**src/sv/blf_pkg.sv**
```systemverilog
// Package: shared types, codes and defaults for the zFilter link forwarder.
package blf_pkg;

    localparam int ID_WORDS_DEF  = 4;
    localparam int MAX_LINKS_DEF = 16;
    localparam int WORD_W        = 64;
    localparam int MAC_W         = 48;
    localparam int CFG_IDX_W     = 3;

    localparam logic [1:0] FUNC_LOAD_ID   = 2'd0;
    localparam logic [1:0] FUNC_LOAD_INFO = 2'd1;
    localparam logic [1:0] FUNC_PACKET    = 2'd2;

    localparam logic [1:0] KIND_FORWARD = 2'd0;
    localparam logic [1:0] KIND_LOCAL   = 2'd1;
    localparam logic [1:0] KIND_DROP    = 2'd2;
    localparam logic [1:0] KIND_REVERSE = 2'd3;

    localparam logic [3:0] CLS_LOCAL_LAST = 4'd4;
    localparam logic [3:0] CLS_SUBINFO    = 4'd2;
    localparam logic [3:0] CLS_NET_DATA   = 4'd5;
    localparam logic [3:0] CLS_NET_PROBE  = 4'd6;
    localparam logic [3:0] CLS_NET_REPLY  = 4'd7;
    localparam logic [3:0] CLS_NET_LAST   = 4'd8;

    localparam logic [3:0] PORT_SUBINFO = 4'd3;
    localparam logic [3:0] PORT_PROBE   = 4'd2;
    localparam logic [3:0] PORT_REPLY   = 4'd4;
    localparam logic [3:0] PORT_DATA    = 4'd0;

    localparam logic [CFG_IDX_W-1:0] REG_LOCAL_ID0  = 3'd0;
    localparam logic [CFG_IDX_W-1:0] REG_LOCAL_ID1  = 3'd1;
    localparam logic [CFG_IDX_W-1:0] REG_LOCAL_ID2  = 3'd2;
    localparam logic [CFG_IDX_W-1:0] REG_LOCAL_ID3  = 3'd3;
    localparam logic [CFG_IDX_W-1:0] REG_LINKS_USED = 3'd4;

    typedef enum logic [2:0] {
        ST_IDLE,
        ST_PROC,
        ST_LATCH,
        ST_SCAN,
        ST_TAIL
    } fsm_state_t;

    typedef struct packed {
        logic       id_we;
        logic       info_we;
        logic [3:0] slot;
        logic [1:0] wr_word;
        logic       upd;
        logic       clr;
        logic [1:0] w;
    } cell_ctrl_t;

endpackage

```
**src/sv/blf_cell.sv**
```systemverilog
// Link cell: one table entry, its match bit and one step of the reverse-ID chain.
module blf_cell import blf_pkg::*;
#(
    parameter int ID_WORDS   = ID_WORDS_DEF,
    parameter int LINK_INDEX = 0
)
(
    input  logic              clk,
    input  logic              rst_n,
    input  cell_ctrl_t        ctrl,
    input  logic [WORD_W-1:0] wr_data,
    input  logic [3:0]        wr_port,
    input  logic [MAC_W-1:0]  wr_src,
    input  logic [MAC_W-1:0]  wr_dst,
    input  logic [WORD_W-1:0] idw,
    input  logic [MAC_W-1:0]  m1,
    input  logic [MAC_W-1:0]  m2,
    input  logic              active,
    input  logic [WORD_W-1:0] rev_in,
    output logic [WORD_W-1:0] rev_out,
    output logic              match,
    output logic [3:0]        port
);
    localparam int WIDX = (ID_WORDS > 1) ? $clog2(ID_WORDS) : 1;

    logic [WORD_W-1:0] id_reg [ID_WORDS];
    logic [3:0]        port_reg;
    logic [MAC_W-1:0]  src_reg;
    logic [MAC_W-1:0]  dst_reg;
    logic              match_reg;
    logic              slot_hit;
    logic              wr_ok;
    logic              rd_ok;
    logic [WORD_W-1:0] rd;

    assign slot_hit = (32'(ctrl.slot) == LINK_INDEX);
    assign wr_ok    = (32'(ctrl.wr_word) < ID_WORDS);
    assign rd_ok    = (32'(ctrl.w) < ID_WORDS);
    assign rd       = id_reg[WIDX'(ctrl.w)];

    always_ff @(posedge clk)
    begin
        if (ctrl.id_we && slot_hit && wr_ok)
        begin
            id_reg[WIDX'(ctrl.wr_word)] <= wr_data;
        end
        if (ctrl.info_we && slot_hit)
        begin
            port_reg <= wr_port;
            src_reg  <= wr_src;
            dst_reg  <= wr_dst;
        end
    end

    always_ff @(posedge clk or negedge rst_n)
    begin
        if (!rst_n)
        begin
            match_reg <= 1'b1;
        end
        else if (ctrl.clr)
        begin
            match_reg <= 1'b1;
        end
        else if (ctrl.upd && rd_ok && active && ((idw & rd) != rd))
        begin
            match_reg <= 1'b0;
        end
    end

    assign rev_out = rev_in | ((active && rd_ok && src_reg == m1 && dst_reg == m2) ?
                               rd : '0);
    assign match   = match_reg;
    assign port    = port_reg;

endmodule

```
**config.mk**
```make
export PLATFORM = sky130hd
export DESIGN_NAME = blf_cell
export DESIGN_NICKNAME = d
export VERILOG_FILES = /design/src/sv/blf_pkg.sv /design/src/sv/blf_cell.sv
export SDC_FILE = /design/constraint.sdc
export NUM_CORES = 1
export LEC_CHECK = 0
export BUFFER_PORTS_ARGS = -buffer_cell sky130_fd_sc_hd__buf_2
export CAP_MARGIN = 20
export CORE_MARGIN = 5
export CORE_UTILIZATION = 35
export CTS_BUF_LIST = sky130_fd_sc_hd__clkbuf_8
export DETAILED_ROUTE_END_ITERATION = 16
export SYNTH_ARGS = -nofsm -noshare
export SYNTH_HDL_FRONTEND = slang
export SYNTH_SLANG_ARGS = --single-unit
```
**constraint.sdc**
```tcl
create_clock -name clk -period 3.34 [get_ports clk]
set_input_delay 0.668 -clock clk [delete_from_list [all_inputs] [get_ports clk]]
set_output_delay 0.668 -clock clk [all_outputs]
set_load 0.01 [all_outputs]
```
==> flow_summary.json <==
{
  "yosys.area_share.simple_pct": 5.00,
  "worstHoldStart": "wr_dst[9]",
  "p_per_area_mw_per_mm2": 485,
  "p_total_w": 0.00982,
  "startpoint_type": "flip-flop",
  "min_period_ps": 3840,
  "r2r-end": "match",
  "cts_root_buf": "clkbuf_8",
  "timing.final.crit_share_pct": 115,
  "ys_top_cells_by_area": "edfxtp_1 (69%), mux2_2 (3.6%), mux2i_1 (3.2%)",
  "clk_pin_slew_ps": 60,
  "whs_path_depth": 1,
  "hp-class": "in -> reg",
  "largest_register_ff_count": 256,
  "synth_compound_area_share_pct": 9.55,
  "grt_pass1_vias": 11300,
  "layout_common_cells": "buf_2 (469), edfxtp_1 (356), inv_1 (96)",
  "crit_required_ps": 2670,
  "end_kind": "output port",
  "die-area_mm2": 0.0485,
  "grtUsageTotal_pct": 19.3,
  "cts.sinks": 357,
  "syn_area_mm2": 0.0155,
  "grt_pass1_wl_mm": 68.3,
  "synth_adder_area_share_pct": 0,
  "cp_max_fo": 42,
  "drc": 0,
  "routed_via_density": 4.80,
  "hold_ws_ps": 201,
  "finalSetupViolCount": 64,
  "path_buf_inv": 2,
  "rr_worst_depth": 7,
  "violations": "setup timing",
  "syn_to_final_growth_pct": 30.8,
  "initial_core_util_pct": 35.2,
  "io_buffers": 471,
  "dr.pass1.iters": 5,
  "grt_max_degree": 97,
  "io_pins": 472,
  "cts_tree": "yes",
  "status": "finished with violations",
  "worst_path_max_delay_cell": "or4_4",
  "maxSlewHeadroom_pct": 49.4,
  "crit_chain": "nor2b_1, a2111o_1, a2111oi_2, nand3_1, or4_4, buf_12, o21bai_1, buf_2",
  "dpl.cell_count": 2084,
  "finClkSkew_ps": 33.8,
  "dp.final_hpwl_mm": 37.6,
  "fin_nets": 1960,
  "worst_skew_pair.late_latency_ps": 640,
  "dieWidth_um": 220,
  "stdcell_count": 2208,
  "ant_nets": 0,
  "arrival_ps": 3180,
  "r2r_setup_slack_ps": 780,
  "wl_per_cell_um": 21.9,
  "synth_nets": 1411,
  "crit_family": "compound AO/OA/AOI/OAI gates",
  "antenna_found_initial": 22,
  "yosys_warnings": 0,
  "setup_ws_ps": -505,
  "synth_top_cell_area_share_pct": 69.2,
  "numCtsBuffers": 60,
  "synth_xor_area_share_pct": 3.68,
  "reg2reg_from": "id_reg[3][31]",
  "synth.area.mux_share_pct": 8.92,
  "max_slew.worst_pin.slew_ps": 740,
  "drive_gt1_share_pct": 43.3,
  "core.rowCount": 77,
  "finalHoldViolCount": 0,
  "max_stage_delay_ps": 550,
  "place_congestion": 0.876,
  "worst_ir_drop_vdd_mv": 0.386,
  "core_area_mm2": 0.0439,
  "fmax_mhz": 260,
  "slew_violations": 0,
  "rsz0062_at_grt": "true",
  "hold_path_end": "dst_reg[9]",
  "htree_levels": 2,
  "place_worst_setup_slack_ps": -217,
  "power.leakage_nw": 7.94,
  "clk_path_buf_depth": 3,
  "netlist-cell-type-count": 48,
  "via_count": 10600,
  "synth_area_per_cell_um2": 15.3,
  "dieHeight_um": 220,
  "finalCoreUtilization_pct": 46.0,
  "ys_seq_elements": 357,
  "synth_cells": 1008,
  "synth_seq_area_share_pct": 69.3,
  "grt_overflow": 0,
  "final_common_cell": "buf_2",
  "drv_cap": 0,
  "wl_mm": 48.3,
  "drt_iter0_drc": 491,
  "synth_top_area_cell": "edfxtp_1",
  "crit_cells": 8,
  "path_class": "reg -> out",
  "synth_top_family_by_area": "compound AO/OA/AOI/OAI gates"
}
[area by class of cell]
cell class / count / area [µm²]
inverter: 82 / 308
timing repair buffer: 523 / 2950
antenna: 12 / 30.0
clock inverter: 49 / 394
tap: 592 / 741
sequential: 357 / 10700
fill: 4091 / 23700
multi-input combinational: 533 / 4260
clock buffer: 60 / 826
[worst reg2reg max path, cell delays in order (launching register included)]
cell	delay, ps
edfxtp_1	380
mux4_2	500
a22oi_1	240
o221ai_1	140
a2111oi_0	670
buf_4	220
and4b_1	230
a221o_1	150
[cells in the mapped netlist, drive strengths merged]
library cell / n
o22ai: 28
nand3b: 1
edfxtp: 356
o21bai: 65
a22o: 1
a2111oi: 5
xor2: 19
a21oi: 56
o2bb2ai: 2
and4b: 2
nor2b: 25
buf: 22
mux2i: 50
and2: 1
nand4: 16
nor2: 65
nor4: 14
mux2: 50
a21bo: 1
a2111o: 7
a32oi: 3
mux4: 14
o221ai: 3
inv: 82
nand2b: 10
o21ai: 7
a2bb2oi: 1
and3: 2
nor3: 6
nand3: 3
o22a: 1
o2111ai: 3
xnor2: 46
a221o: 1
nor4b: 1
o211a: 1
nand2: 4
or4: 1
clkbuf: 14
a22oi: 12
o2111a: 2
dfstp: 1
a222oi: 4
[metal layers]
metal  GRT usage [%]  share of wire [%]  up-vias
li1                -                  -     4976
met1            21.1                 36     5049
met2            34.5                 51      456
met3            7.11                9.8      100
met4            6.68                3.1       18
met5               0               0.19        -
[stage by stage]
step,cell area [µm²],TNS (ps)
after global placement,18900,-10250
final,20200,-28840
after floorplan,15500,-129270
after detailed placement,18900,-11190
after CTS,20200,-29970
after global routing,20200,-36630
[repair_timing]
item	CTS	global route
setup buffers	1	1
setup endpoints to repair	64	64
hold buffers	1	0
pin swaps	3	5
resized for setup	2	2
hold endpoints to repair	1	0
[logic make-up (layout without fill, tap and decap cells)]
group / count (synthesis) / after routing
muxes: 114 / 114
and+or+nand+nor: 151 / 151
AOI/OAI and AO/OA: 203 / 203
xor gates and xnor gates: 65 / 65
DFF: 357 / 357
other: 0 / 12
buffers and inverters: 118 / 714
[report_power, final]
group | internal [W] | leakage (nW) | switching [W]
logic | 0.000412 | 4.05 | 0.000430
clock network | 0.00222 | 0.676 | 0.00176
registers | 0.00498 | 3.22 | 0.0000161
total | 0.00761 | 7.94 | 0.00221
[worst max path at each step]
stage                start            to  slack [ps]
2_1_floorplan      ctrl[7]  id_reg[2][0]       -1010
3_3_place_gp       ctrl[0]         match        -220
3_5_place_dp        m2[40]   rev_out[37]        -220
4_1_cts         src_reg[4]   rev_out[37]        -510
5_1_grt        src_reg[31]   rev_out[29]        -620
6_report       src_reg[31]   rev_out[13]        -500
Note: power is estimated with default switching activity, not from simulation.
